==> src/rtl/core/tpd_pkg.sv <==
`default_nettype none

package tpd_pkg;

  localparam int CFG_IDX_W  = 3;
  localparam int CFG_DATA_W = 16;

  localparam int GAIN_W  = 16;
  localparam int THR_W   = 13;
  localparam int OGAIN_W = 15;
  localparam int BLK_W   = 16;
  localparam int PW_W    = 16;
  localparam int OSF_W   = 7;
  localparam int DVS_W   = 16;

  localparam logic [CFG_IDX_W-1:0] REG_INPUT_GAIN  = 3'd0;
  localparam logic [CFG_IDX_W-1:0] REG_THRESHOLD   = 3'd1;
  localparam logic [CFG_IDX_W-1:0] REG_OUTPUT_GAIN = 3'd2;
  localparam logic [CFG_IDX_W-1:0] REG_BLOCK_SIZE  = 3'd3;
  localparam logic [CFG_IDX_W-1:0] REG_PULSE_WIDTH = 3'd4;
  localparam logic [CFG_IDX_W-1:0] REG_OS_FACTOR   = 3'd5;

  typedef struct packed {
    logic [GAIN_W-1:0]         input_gain;
    logic signed [THR_W-1:0]   threshold;
    logic [OGAIN_W-1:0]        output_gain;
    logic [BLK_W-1:0]          block_size;
    logic [PW_W-1:0]           pulse_width;
    logic [OSF_W-1:0]          os_factor;
  } tpd_cfg_t;

  localparam tpd_cfg_t CFG_RESET = '{
    input_gain:  16'd32768,
    threshold:   13'sd0,
    output_gain: 15'd32767,
    block_size:  16'd4800,
    pulse_width: 16'd375,
    os_factor:   7'd1
  };

  typedef enum logic [3:0] {
    S_IDLE,
    S_SCALE,
    S_CMP,
    S_LVL,
    S_DIV,
    S_EDGE,
    S_LOAD,
    S_TICK,
    S_OMUL,
    S_OPROD,
    S_ODIV,
    S_OUT
  } tpd_state_t;

endpackage

`default_nettype wire

==> src/rtl/core/tpd_cfg.sv <==
`default_nettype none

module tpd_cfg (
  input  wire logic                            clk,
  input  wire logic                            rst_n,
  input  wire logic                            cfg_valid,
  input  wire logic [tpd_pkg::CFG_IDX_W-1:0]   cfg_index,
  input  wire logic [tpd_pkg::CFG_DATA_W-1:0]  cfg_data,
  output tpd_pkg::tpd_cfg_t                    cfg_o
);

  tpd_pkg::tpd_cfg_t cfg_r, cfg_nxt;

  always_comb begin
    cfg_nxt = cfg_r;
    if (cfg_valid) begin
      case (cfg_index)
        tpd_pkg::REG_INPUT_GAIN:  cfg_nxt.input_gain  = cfg_data[tpd_pkg::GAIN_W-1:0];
        tpd_pkg::REG_THRESHOLD:   cfg_nxt.threshold   = $signed(cfg_data[tpd_pkg::THR_W-1:0]);
        tpd_pkg::REG_OUTPUT_GAIN: cfg_nxt.output_gain = cfg_data[tpd_pkg::OGAIN_W-1:0];
        tpd_pkg::REG_BLOCK_SIZE:  cfg_nxt.block_size  = cfg_data[tpd_pkg::BLK_W-1:0];
        tpd_pkg::REG_PULSE_WIDTH: cfg_nxt.pulse_width = cfg_data[tpd_pkg::PW_W-1:0];
        tpd_pkg::REG_OS_FACTOR:   cfg_nxt.os_factor   = cfg_data[tpd_pkg::OSF_W-1:0];
        default: ;
      endcase
    end
  end

  always_ff @(posedge clk) begin
    if (!rst_n) begin
      cfg_r <= tpd_pkg::CFG_RESET;
    end else begin
      cfg_r <= cfg_nxt;
    end
  end

  assign cfg_o = cfg_r;

endmodule

`default_nettype wire

==> src/rtl/core/tpd_mul.sv <==
`default_nettype none

module tpd_mul #(
  parameter int A_W = 17,
  parameter int B_W = 17
) (
  input  wire logic                   clk,
  input  wire logic signed [A_W-1:0]  a,
  input  wire logic signed [B_W-1:0]  b,
  output logic signed [A_W+B_W-1:0]   prod_r
);

  always_ff @(posedge clk) begin
    prod_r <= a * b;
  end

endmodule

`default_nettype wire

==> src/rtl/core/tpd_div.sv <==
`default_nettype none

// Restoring divider, one quotient bit per cycle. The caller guarantees that
// the upper DVS_W bits of the dividend are below the divisor.
module tpd_div #(
  parameter int SAMPLE_BITS = 16
) (
  input  wire logic                                      clk,
  input  wire logic                                      rst_n,
  input  wire logic                                      start,
  input  wire logic [SAMPLE_BITS+tpd_pkg::DVS_W-1:0]     dvd,
  input  wire logic [tpd_pkg::DVS_W-1:0]                 dvs,
  output logic                                           busy,
  output logic [SAMPLE_BITS-1:0]                         quo
);

  localparam int QW    = SAMPLE_BITS;
  localparam int DW    = tpd_pkg::DVS_W;
  localparam int CNT_W = $clog2(QW + 1);

  logic [DW-1:0]    rem_r, rem_nxt;
  logic [DW-1:0]    dvs_r, dvs_nxt;
  logic [QW-1:0]    quo_r, quo_nxt;
  logic [CNT_W-1:0] cnt_r, cnt_nxt;
  logic             busy_r, busy_nxt;
  logic [DW+1:0]    diff;

  always_comb begin
    diff     = {1'b0, rem_r, quo_r[QW-1]} - {2'b00, dvs_r};
    rem_nxt  = rem_r;
    dvs_nxt  = dvs_r;
    quo_nxt  = quo_r;
    cnt_nxt  = cnt_r;
    busy_nxt = busy_r;
    if (start) begin
      rem_nxt  = dvd[QW+DW-1:QW];
      quo_nxt  = dvd[QW-1:0];
      dvs_nxt  = dvs;
      cnt_nxt  = CNT_W'(QW);
      busy_nxt = 1'b1;
    end else if (busy_r) begin
      // keep the shifted remainder on borrow
      rem_nxt  = diff[DW+1] ? {rem_r[DW-2:0], quo_r[QW-1]} : diff[DW-1:0];
      quo_nxt  = {quo_r[QW-2:0], ~diff[DW+1]};
      cnt_nxt  = cnt_r - 1'b1;
      busy_nxt = (cnt_r != CNT_W'(1));
    end
  end

  always_ff @(posedge clk) begin
    if (!rst_n) begin
      cnt_r  <= '0;
      busy_r <= 1'b0;
    end else begin
      cnt_r  <= cnt_nxt;
      busy_r <= busy_nxt;
    end
  end

  always_ff @(posedge clk) begin
    rem_r <= rem_nxt;
    dvs_r <= dvs_nxt;
    quo_r <= quo_nxt;
  end

  assign busy = busy_r;
  assign quo  = quo_r;

endmodule

`default_nettype wire

==> src/rtl/core/threshold_pulse_drive.sv <==
`default_nettype none

// Threshold-triggered pulse generator, one result per sample.
// in_*  : sample transaction; tdata holds the signed sample, tuser the channel.
// out_* : result transaction; tdata holds the signed pulse sample, tuser the channel.
// cfg_* : register write channel, always ready; write only while the block is idle.
// Each sample is scaled, compared with the threshold and folded into its
// channel's level mean; a change of the compare state reloads the channel's
// pulse counter, and the sample spends up to oversampling_factor ticks of it.
// A sample is accepted only in the idle state, so a new sample waits until the
// result of the last one has been loaded into the output register. A reload of
// the pulse counter adds the load step; the sample that closes a level block
// adds a pass of the shared radix-2 divider unless its mean clamps to full
// scale. The divider works out one quotient bit per cycle; in_tready is high
// only between samples.
// A finished result waits in the output register; while the receiver stalls,
// the next sample runs up to its last step and holds there.
// Reset (rst_n low, synchronous) restores the register defaults and clears all
// channel level, compare and pulse state.
module threshold_pulse_drive #(
  parameter int CHANNELS    = 2,
  parameter int SAMPLE_BITS = 16
) (
  input  wire logic                                  clk,
  input  wire logic                                  rst_n,
  input  wire logic                                  in_tvalid,
  output logic                                       in_tready,
  input  wire logic [((SAMPLE_BITS+7)/8)*8-1:0]      in_tdata,   // sample_in
  input  wire logic                                  in_tuser,   // channel_sel
  output logic                                       out_tvalid,
  input  wire logic                                  out_tready,
  output logic [((SAMPLE_BITS+7)/8)*8-1:0]           out_tdata,  // sample_out
  output logic                                       out_tuser,  // channel_out
  input  wire logic                                  cfg_valid,
  output logic                                       cfg_ready,
  input  wire logic [tpd_pkg::CFG_IDX_W-1:0]         cfg_index,
  input  wire logic [tpd_pkg::CFG_DATA_W-1:0]        cfg_data
);

  localparam int SB     = SAMPLE_BITS;
  localparam int DATA_W = ((SB + 7) / 8) * 8;
  localparam int CH_W   = (CHANNELS > 1) ? $clog2(CHANNELS) : 1;
  localparam int SUM_W  = SB + 15;
  localparam int DVD_W  = SB + tpd_pkg::DVS_W;
  localparam int MA_W   = SB + 1;
  localparam int MB_W   = 17;
  localparam int P_W    = MA_W + MB_W;
  localparam int TW     = SB + 13;
  localparam int SH_UP  = (SB >= 16) ? SB - 16 : 0;
  localparam int SH_DN  = (SB < 16) ? 16 - SB : 0;
  localparam int PW_W   = tpd_pkg::PW_W;
  localparam int OSF_W  = tpd_pkg::OSF_W;
  localparam int BLK_W  = tpd_pkg::BLK_W;

  localparam logic [SB-1:0]   ONE = {1'b1, {(SB-1){1'b0}}};
  localparam logic [SB+15:0]  RND = (SB+16)'((1 << (SB - 1)) - 1);

  tpd_pkg::tpd_cfg_t   cfg;
  tpd_pkg::tpd_state_t state_r, state_nxt;

  // per-channel state
  logic [SUM_W-1:0]  sum_r   [CHANNELS];
  logic [BLK_W-1:0]  cnt_r   [CHANNELS];
  logic [SB-1:0]     mean_r  [CHANNELS];
  logic              above_r [CHANNELS];
  logic [PW_W-1:0]   rem_r   [CHANNELS];

  // current item
  logic signed [SB-1:0] s_r;
  logic [CH_W-1:0]      ch_r;
  logic [CH_W-1:0]      ch_in;
  logic                 st_r;
  logic [OSF_W-1:0]     act_r;

  logic                 out_valid_r;
  logic [SB-1:0]        out_data_r;
  logic                 out_ch_r;
  logic                 out_load;

  logic signed [MA_W-1:0] mul_a;
  logic signed [MB_W-1:0] mul_b;
  logic signed [P_W-1:0]  prod_r;

  logic                 div_start;
  logic [DVD_W-1:0]     div_dvd;
  logic [BLK_W-1:0]     div_dvs;
  logic                 div_busy;
  logic [SB-1:0]        div_q;

  logic signed [SB-1:0] scaled;
  logic signed [TW-1:0] thr_ext, thr_v, scaled_ext;
  logic                 thr_neg;
  logic                 st_nxt;
  logic [SB-1:0]        mag;
  logic [SUM_W-1:0]     sum_add;
  logic [BLK_W-1:0]     cnt_add;
  logic [BLK_W-1:0]     blk;
  logic [DVD_W-1:0]     lim;
  logic                 blk_end;
  logic                 clamp;
  logic [OSF_W-1:0]     fac;
  logic [OSF_W-1:0]     act_nxt;
  logic [SB+14:0]       og_wide;
  logic [SB-2:0]        og_s;
  logic [SB+15:0]       load_sum;
  logic [SB-1:0]        res;
  logic                 pulse_edge;

  tpd_cfg u_cfg (
    .clk       (clk),
    .rst_n     (rst_n),
    .cfg_valid (cfg_valid),
    .cfg_index (cfg_index),
    .cfg_data  (cfg_data),
    .cfg_o     (cfg)
  );

  tpd_mul #(
    .A_W (MA_W),
    .B_W (MB_W)
  ) u_mul (
    .clk    (clk),
    .a      (mul_a),
    .b      (mul_b),
    .prod_r (prod_r)
  );

  tpd_div #(
    .SAMPLE_BITS (SB)
  ) u_div (
    .clk   (clk),
    .rst_n (rst_n),
    .start (div_start),
    .dvd   (div_dvd),
    .dvs   (div_dvs),
    .busy  (div_busy),
    .quo   (div_q)
  );

  assign cfg_ready = 1'b1;
  assign in_tready = (state_r == tpd_pkg::S_IDLE);
  assign ch_in     = (CHANNELS == 1) ? '0 : CH_W'(in_tuser);

  // compare path
  assign scaled     = $signed(prod_r[SB+15:16]);
  assign thr_neg    = cfg.threshold[tpd_pkg::THR_W-1];
  assign thr_ext    = TW'($signed(cfg.threshold));
  assign thr_v      = (thr_ext <<< SH_UP) >>> SH_DN;
  assign scaled_ext = TW'(scaled);
  assign st_nxt     = thr_neg ? (scaled_ext < thr_v) : (scaled_ext > thr_v);
  assign mag        = scaled[SB-1] ? (~scaled + 1'b1) : scaled;

  // level averaging
  assign sum_add = sum_r[ch_r] + SUM_W'(mag);
  assign cnt_add = cnt_r[ch_r] + 1'b1;
  assign blk     = (cfg.block_size == '0) ? BLK_W'(1) : cfg.block_size;
  assign lim     = (DVD_W'(blk) << (SB - 1)) + DVD_W'(blk);
  assign blk_end = (cnt_r[ch_r] >= blk);
  assign clamp   = (DVD_W'(sum_r[ch_r]) >= lim);

  // pulse and output
  assign pulse_edge = (st_r != above_r[ch_r]);
  assign load_sum   = prod_r[SB+15:0] + RND;
  assign fac        = (cfg.os_factor == '0) ? OSF_W'(1) : cfg.os_factor;
  assign act_nxt    = (rem_r[ch_r] < PW_W'(fac)) ? rem_r[ch_r][OSF_W-1:0] : fac;
  assign og_wide    = (SB+15)'(cfg.output_gain) << SH_UP;
  assign og_s       = (SB-1)'(og_wide >> SH_DN);
  assign res        = thr_neg ? (~div_q + 1'b1) : div_q;
  assign out_load   = (state_r == tpd_pkg::S_OUT) && (!out_valid_r || out_tready);

  always_comb begin
    state_nxt = state_r;
    mul_a     = '0;
    mul_b     = '0;
    div_start = 1'b0;
    div_dvd   = '0;
    div_dvs   = '0;
    case (state_r)
      tpd_pkg::S_IDLE: begin
        if (in_tvalid) begin
          state_nxt = tpd_pkg::S_SCALE;
        end
      end
      tpd_pkg::S_SCALE: begin
        mul_a     = MA_W'(s_r);
        mul_b     = $signed({1'b0, cfg.input_gain});
        state_nxt = tpd_pkg::S_CMP;
      end
      tpd_pkg::S_CMP: begin
        state_nxt = tpd_pkg::S_LVL;
      end
      tpd_pkg::S_LVL: begin
        if (blk_end && !clamp) begin
          div_start = 1'b1;
          div_dvd   = DVD_W'(sum_r[ch_r]);
          div_dvs   = blk;
          state_nxt = tpd_pkg::S_DIV;
        end else begin
          state_nxt = tpd_pkg::S_EDGE;
        end
      end
      tpd_pkg::S_DIV: begin
        if (!div_busy) begin
          state_nxt = tpd_pkg::S_EDGE;
        end
      end
      tpd_pkg::S_EDGE: begin
        if (pulse_edge) begin
          mul_a     = $signed({1'b0, mean_r[ch_r]});
          mul_b     = $signed({1'b0, cfg.pulse_width});
          state_nxt = tpd_pkg::S_LOAD;
        end else begin
          state_nxt = tpd_pkg::S_TICK;
        end
      end
      tpd_pkg::S_LOAD: begin
        state_nxt = tpd_pkg::S_TICK;
      end
      tpd_pkg::S_TICK: begin
        state_nxt = tpd_pkg::S_OMUL;
      end
      tpd_pkg::S_OMUL: begin
        mul_a     = $signed({2'b00, og_s});
        mul_b     = $signed({10'b0, act_r});
        state_nxt = tpd_pkg::S_OPROD;
      end
      tpd_pkg::S_OPROD: begin
        div_start = 1'b1;
        div_dvd   = prod_r[DVD_W-1:0];
        div_dvs   = BLK_W'(fac);
        state_nxt = tpd_pkg::S_ODIV;
      end
      tpd_pkg::S_ODIV: begin
        if (!div_busy) begin
          state_nxt = tpd_pkg::S_OUT;
        end
      end
      tpd_pkg::S_OUT: begin
        if (out_load) begin
          state_nxt = tpd_pkg::S_IDLE;
        end
      end
      default: begin
        state_nxt = tpd_pkg::S_IDLE;
      end
    endcase
  end

  always_ff @(posedge clk) begin
    if (!rst_n) begin
      state_r <= tpd_pkg::S_IDLE;
    end else begin
      state_r <= state_nxt;
    end
  end

  always_ff @(posedge clk) begin
    if (!rst_n) begin
      for (int c = 0; c < CHANNELS; c++) begin
        sum_r[c]   <= '0;
        cnt_r[c]   <= '0;
        mean_r[c]  <= '0;
        above_r[c] <= 1'b0;
        rem_r[c]   <= '0;
      end
      out_valid_r <= 1'b0;
    end else begin
      case (state_r)
        tpd_pkg::S_CMP: begin
          sum_r[ch_r] <= sum_add;
          cnt_r[ch_r] <= cnt_add;
        end
        tpd_pkg::S_LVL: begin
          // mean above full scale: clamp without dividing
          if (blk_end && clamp) begin
            mean_r[ch_r] <= ONE;
            sum_r[ch_r]  <= '0;
            cnt_r[ch_r]  <= '0;
          end
        end
        tpd_pkg::S_DIV: begin
          if (!div_busy) begin
            mean_r[ch_r] <= div_q;
            sum_r[ch_r]  <= '0;
            cnt_r[ch_r]  <= '0;
          end
        end
        tpd_pkg::S_EDGE: begin
          if (pulse_edge) begin
            above_r[ch_r] <= st_r;
          end
        end
        tpd_pkg::S_LOAD: begin
          rem_r[ch_r] <= load_sum[SB+14:SB-1];
        end
        tpd_pkg::S_TICK: begin
          rem_r[ch_r] <= rem_r[ch_r] - PW_W'(act_nxt);
        end
        default: ;
      endcase
      if (out_load) begin
        out_valid_r <= 1'b1;
      end else if (out_tready) begin
        out_valid_r <= 1'b0;
      end
    end
  end

  always_ff @(posedge clk) begin
    if (in_tvalid && in_tready) begin
      s_r  <= $signed(in_tdata[SB-1:0]);
      ch_r <= ch_in;
    end
    if (state_r == tpd_pkg::S_CMP) begin
      st_r <= st_nxt;
    end
    if (state_r == tpd_pkg::S_TICK) begin
      act_r <= act_nxt;
    end
    if (out_load) begin
      out_data_r <= res;
      out_ch_r   <= ch_r[0];
    end
  end

  assign out_tvalid = out_valid_r;
  assign out_tdata  = DATA_W'(out_data_r);
  assign out_tuser  = out_ch_r;

  a_mean_clamped: assert property (@(posedge clk) disable iff (!rst_n)
    state_r != tpd_pkg::S_IDLE |-> mean_r[ch_r] <= ONE)
    else $error("channel mean above full scale");

  a_count_below_block: assert property (@(posedge clk) disable iff (!rst_n)
    state_r == tpd_pkg::S_EDGE |-> cnt_r[ch_r] < blk)
    else $error("level count not wrapped at block end");

  a_div_free_on_start: assert property (@(posedge clk) disable iff (!rst_n)
    div_start |-> !div_busy)
    else $error("divider started while busy");

  a_out_from_last_step: assert property (@(posedge clk) disable iff (!rst_n)
    $rose(out_tvalid) |-> $past(state_r == tpd_pkg::S_OUT))
    else $error("result presented outside the output step");

endmodule

`default_nettype wire
==> config.mk <==
export PLATFORM = sky130hd
export DESIGN_NAME = threshold_pulse_drive
export DESIGN_NICKNAME = d
export VERILOG_FILES = /design/src/rtl/core/tpd_pkg.sv /design/src/rtl/core/tpd_cfg.sv /design/src/rtl/core/tpd_mul.sv /design/src/rtl/core/tpd_div.sv /design/src/rtl/core/threshold_pulse_drive.sv
export SDC_FILE = /design/constraint.sdc
export NUM_CORES = 2
export LEC_CHECK = 0
export BUFFER_PORTS_ARGS = -buffer_cell sky130_fd_sc_hd__buf_4
export CAP_MARGIN = 20
export CORE_MARGIN = 5
export CORE_UTILIZATION = 26
export DETAILED_ROUTE_END_ITERATION = 10
export PLACE_DENSITY = 0.49
export SKIP_LAST_GASP = 1
export SLEW_MARGIN = 30
export SYNTH_ARGS = -nofsm -noshare
export SYNTH_HDL_FRONTEND = slang
export SYNTH_SLANG_ARGS = --single-unit
export TNS_END_PERCENT = 100
==> constraint.sdc <==
create_clock -name clk -period 7.2 [get_ports clk]
set_input_delay 0.36 -clock clk [delete_from_list [all_inputs] [get_ports clk]]
set_output_delay 0.36 -clock clk [all_outputs]
set_load 0.01 [all_outputs]
# Yosys cells after proc, flatten, opt, wreduce, memory -nomap -nowiden
# Memories as Yosys holds them, arrays and structs flattened. A register that Yosys moved wholly into a read port is not among the register bits.
# Cells that the tools add are included.
[classes]
muxes = 82
magnitude_cmp = 5
addsub = 9
div_mod_pow = 0
shifts = 0
n_eq_ne = 22
reduce_logical = 26
multipliers = 1
bitwise_logic = 10
[ops]
columns = ["op", "n"]
rows = [
  ["2-to-1 mux 16 bit", 18],
  ["2-to-1 mux 31 bit", 4],
  ["case mux 32 bit (2 select lines)", 1],
  ["case mux 17 bit (3 select lines)", 1],
  ["adder 16 x 1 -> 16 bit, second input constant", 3],
  ["case mux 16 bit (3 select lines)", 1],
  ["case mux 4 bit (12 select lines)", 1],
  ["OR reduction 16 bit", 3],
  ["2-to-1 mux 1 bit", 46],
  ["adder 31 x 16 -> 32 bit", 1],
  ["greater-or-equal comparator 31 x 32 -> 1 bit", 1],
  ["multiplier 17 x 17 -> 32 bit", 1],
  ["inverter 16 bit", 2],
  ["case mux 16 bit (2 select lines)", 1],
  ["adder 31 x 15 -> 31 bit, second input constant", 1],
  ["adder 31 x 16 -> 31 bit", 1],
  ["OR reduction 31 bit", 1],
  ["subtractor 17 x 16 -> 18 bit", 1],
  ["== test 4 x 3 -> 1 bit, second input constant", 4],
  ["== test 4 bit, second input constant", 4],
  ["greater-or-equal comparator 16 bit", 1],
  ["> comparator 16 x 13 -> 1 bit", 1],
  ["logical NOT 16 bit", 1],
  ["< comparator 16 x 13 -> 1 bit", 1],
  ["other kinds (28)", 55],
]
[totals]
latchBits = 0
rom_bits = 0
wordCells = 181
reg_bits = 216
mem_bits_rw = 160
mem_count = 5
output_inout_bits = 20
[memory_table]
columns = ["name", "depth", "word_bits", "rd", "rd_clocked_by_memory_dff", "wr", "line", "source"]
rows = [
  ["sum_r", 2, 31, 1, 1, 2, "threshold_pulse_drive.sv:62", "logic [SUM_W-1:0] sum_r [CHANNELS];"],
  ["cnt_r", 2, 16, 1, 1, 2, "threshold_pulse_drive.sv:63", "logic [BLK_W-1:0] cnt_r [CHANNELS];"],
  ["mean_r", 2, 16, 1, 1, 2, "threshold_pulse_drive.sv:64", "logic [SB-1:0] mean_r [CHANNELS];"],
  ["rem_r", 2, 16, 1, 1, 2, "threshold_pulse_drive.sv:66", "logic [PW_W-1:0] rem_r [CHANNELS];"],
  ["above_r", 2, 1, 1, 1, 2, "threshold_pulse_drive.sv:65", "logic above_r [CHANNELS];"],
]

# Logic depth before layout (Yosys ltp)
[depth]
depth_word = 13
depth_mapped = 31
ltp_nobuf = 27

# By module
# A second synthesis with hierarchy kept.
[unflattened]
hier_cells = 3268
area_unflattened_um2 = 32529.9
[modules_own_cells]
columns = ["module", "area_each_um2", "seq_area_each_um2", "cells_each", "instances"]
rows = [
  ["threshold_pulse_drive", 14416.3, 6165.9, 1432, 1],
  ["tpd_mul", 11687.5, 680.7, 1244, 1],
  ["tpd_cfg", 3225.6, 1661.6, 311, 1],
  ["tpd_div", 3200.6, 1561.5, 281, 1],
]

# Worst setup path before layout
# OpenSTA, ideal clock, no wires.
[synth_timing]
path_kind = "register to register"
start = "reg (tool-made name)"
end = "reg u_mul.prod_r[30]"
period_less_slack_ns = 7.566
arrival_ns = 7.438
setup_time_ns = 0.128
stages_incl_launch_ff = 30
setup_slack_ns = -0.366
n_path_buf = 4
path_cell_list = "dfxtp_1 buf_2 mux2i_1 xnor2_1 and3_1 clkbuf_1 clkbuf_1 a22o_1 clkbuf_1 nand2_1 fa_1 inv_1 fa_1 inv_1 fa_1 inv_1 fa_1 fa_1 inv_1 fa_1 inv_1 ha_1 and3_1 and4_1 o211ai_1 a31oi_1 o21ai_0 a311oi_1 mux2i_1 nand4_1"
[synth_rtl]
columns = ["element", "line", "source"]
rows = [
  ["end signal, assigned", "tpd_mul.sv:14", "prod_r <= a * b;"],
  ["end, declared", "tpd_mul.sv:10", "output logic signed [A_W+B_W-1:0] prod_r"],
]

==> results.txt <==
- Final net count: 3925
- Type of the worst setup path: reg2reg
* Data required time of the worst path: between 7000 and 8000 ps
- Setup violations remaining at the end of the flow were counted as 0.
- The largest single stage delay on the critical path is roughly 550 ps.
* Global-route wire length before repair: ~150000 um
* # IOs: 61
* Leakage power total: about 0.015 uW
- For this run the aggregate overflow at the end of global routing stands at 0.
- The initial antenna violation count was 9.
* Crit share post-route: a little over nine tenths
- In this run the number of H-tree levels came out at 2.
- Cell variety after synth: 72
- Worst-skew pair later-pin latency: roughly 600 ps
* Worst setup SP type: flop
* Layout cells sized above 1: 12.9%
* Avg Cell Area, Syn: 9.48 um2
- The worst path needs about 7000 ps of the cycle, external delays included.
- Once placement finished, the instance area stood at ~34000 um2.
- Class of the tightest hold or removal check: in2reg
- Yosys top cell by area: edfxtp_1
- Floorplan die area: 125000 um2
- Element type at the critical path end: flop
- Once layout is done, the placed cells without fillers occupy 36000 um2.
- # clock sinks: 377
- In the post-synthesis netlist, the biggest area contributors are edfxtp_1 (24%), fa_1 (18%), dfxtp_1 (8.4%).
- Measured against its own limit, the worst slew margin works out to a little under two fifths.
- From left edge to right edge, the die measures ~350 um.
* Max-capacitance violation count: 0
- At the worst endpoint, the arrival time is 7480 ps.
- During synthesis, Yosys emitted a total of 0 warnings.
- Number of buffers added by the clock tree synthesis step: 46
* Area share of the largest cell type after synthesis: 24.4%
- Max IR drop VDD: 0.208 mV
- Number of enable flip-flop cells after synthesis: about 250
- Clock slew seen by the registers of the worst setup and hold paths: 60 ps
- Outcome: completed
- Final Power: 6470 uW
* Initial standard-cell utilization of the core: between 20% and 30%
- inv_1 is the most common cell in the netlist.
- The number of slew-limit violations in the final report is 0.
- Dividing the detail-routed wire length by the instance count gives approximately 20 um.
- Slack of the critical path: 186 ps
* Top cell types by occurrence after synthesis: inv_1 (454), nand2_1 (381), nor2_1 (354), fa_1 (270), edfxtp_1 (248)
- Fraction of synthesis flops using an asynchronous set or reset pin: 0%
- Transition time of the tightest slew-check pin: between 900 and 1000 ps
- Final hold analysis gives a worst-case slack of 31.5 ps.
- Die extent in y: approximately 350 um
* DRT antenna net count: 0
* Clock tree root buffer cell: clkbuf_16
- In the routed design, unresolved DRC markers number 0.
- Across every metal layer, demand over resource in global routing totals 15.7%.
- For this design the ratio of total power to cell area is 180 nW/um2.
* Largest net degree at the start of global routing: 49
- Final HPWL from detailed placement: 79800 um
- Timing-limited maximum frequency: between 0.1 and 0.15 GHz
- Global placer's final weighted congestion: around 0.9
* DP Worst Slack: -79.6 ps
* Net count of the mapped netlist: between 3000 and 4000
- Number of cells on the worst hold path: 1
- Setup repair after global routing missed its margin: yes
* Most frequent CP cell: fa_1
- CTS tree: built
- Per-cell via count in the routed design: 4.71
- Count of standard-cell rows: 125
- Final Hold Vio Count: 0
- For this block, the routed nets add up to between 100000 and 150000 um of wire.
* Part of the Yosys area used for sequential elements: 32.8%
- Vias in the first global route: 23500
- For the worst flop-to-flop path, the logic depth is 28.
- The most used flip-flop cell after synthesis is edfxtp_1.
* Gate count after technology mapping: between 3000 and 4000
* Number of input and output port buffers inserted: between 50 and 60
- Vias: 23500
* Pre-antenna DRT Iters: 6
* Synth Register Bits: 377
- Floorplan core area: 117000 um2
- Compared with the post-synthesis result, the final layout area differs by 17.7%.
* Max Clock Skew: roughly 31 ps
- Highest fanout seen on the critical path: 13
* Initial DRC Count: approximately 2000
* Cell area after synthesis: ~31000 um2
- Critical-path cell with the highest stage delay: fa_1
* Max Root-Sink Buffers: 3
==> power by group <==
group | internal [uW] | switching, uW
Clock | 1370 | 986
Combinational | 603 | 948
Sequential | 2440 | 118
Total | 4410 | 2050
==> final cells by class <==
class | count | area (um2)
antenna | 3 | 7.51
clock buffer | 64 | 1290
clock inverter | 21 | 235
fill | 12100 | 80500
inverter | 455 | 1710
multi-input combinational | 2265 | 18600
sequential | 377 | 10000
tap | 1524 | 1910
timing repair buffer | 271 | 2180
==> per-stage QoR <==
stage | util (%) | std cells | TNS, ps
final | 30.9 | 4980 | 0
after floorplan | - | 3225 | 0
after global placement | 29.1 | 4865 | -50.3
after CTS | 30.5 | 4966 | -4.32
after global routing | 30.9 | 4977 | -233
after detailed placement | 29.1 | 4865 | -177
==> metal layers <==
| metal | wire (um) | vias up | global-route usage (%) |
|---|---|---|---|
| li1 | - | 11100 | - |
| met1 | 44700 | 11700 | 21.4 |
| met2 | 48800 | 592 | 27.0 |
| met3 | 5460 | 108 | 1.75 |
| met4 | 2160 | 8 | 3.62 |
| met5 | 61 | - | 0 |
==> layout by cell type (no fill, tap or decap), drive strengths merged, types with 57 or more instances in the layout <==
cell type,count
inv,460
nand2,381
nor2,355
fa,270
buf,254
edfxtp,248
ha,198
dfxtp,129
xnor2,128
o21ai,83
a21oi,80
nand3,70
clkbuf,65
a21boi,62
nor3,57
mux2i,57
==> final timing paths <==
kind | startpoint | endpoint | slack [ps]
worst max register to register | flop | u_mul.prod_r[31] | 190
worst min-delay path | in_tuser | ch_r | 30
worst min register to register | u_cfg.cfg_o[64] | u_cfg.cfg_o[64] | 460
worst max-delay path | flop | u_mul.prod_r[31] | 190
==> sequential cells by signal, indices dropped and copies added, names as in the netlist, 2 cells and up, named ones only <==
register,count
rem_r,32
sum_r,62
act_r,7
state_r,4
u_div.dvs_r,16
above_r,2
u_div.cnt_r,5
u_div.rem_r,16
u_mul.prod_r,32
u_div.quo,16
mean_r,32
cnt_r,32
s_r,16
out_tdata,16
u_cfg.cfg_o,83
==> logic make-up after synthesis <==
kind of cell	share of synthesized area (%)
simple gates	15.8
buf+inv	7.35
fa+ha+maj	25.8
compound gates	10.4
flops	32.8
xor+xnor	4.73
mux	3.16
other cells	0.0123
==> critical path: cells and delay by family, from the launching register on <==
kind,cells,cell delay (ps)
AO/OA/AOI/OAI,6,1210
XOR/XNOR,2,260
adder cells (fa/ha/maj),7,3290
buffers and inverters,8,780
flip-flops,1,360
multiplexers,1,240
AND/OR/NAND/NOR,4,710
==> repair_timing <==
item                       CTS  global route
pin swaps                    0            44
cloned                       0             3
setup endpoints to repair    4            10
hold endpoints to repair    16             0
buffers inserted             0             8
hold buffers                16             0
resized for setup            4            76
Power figures use the tool's default switching activity.
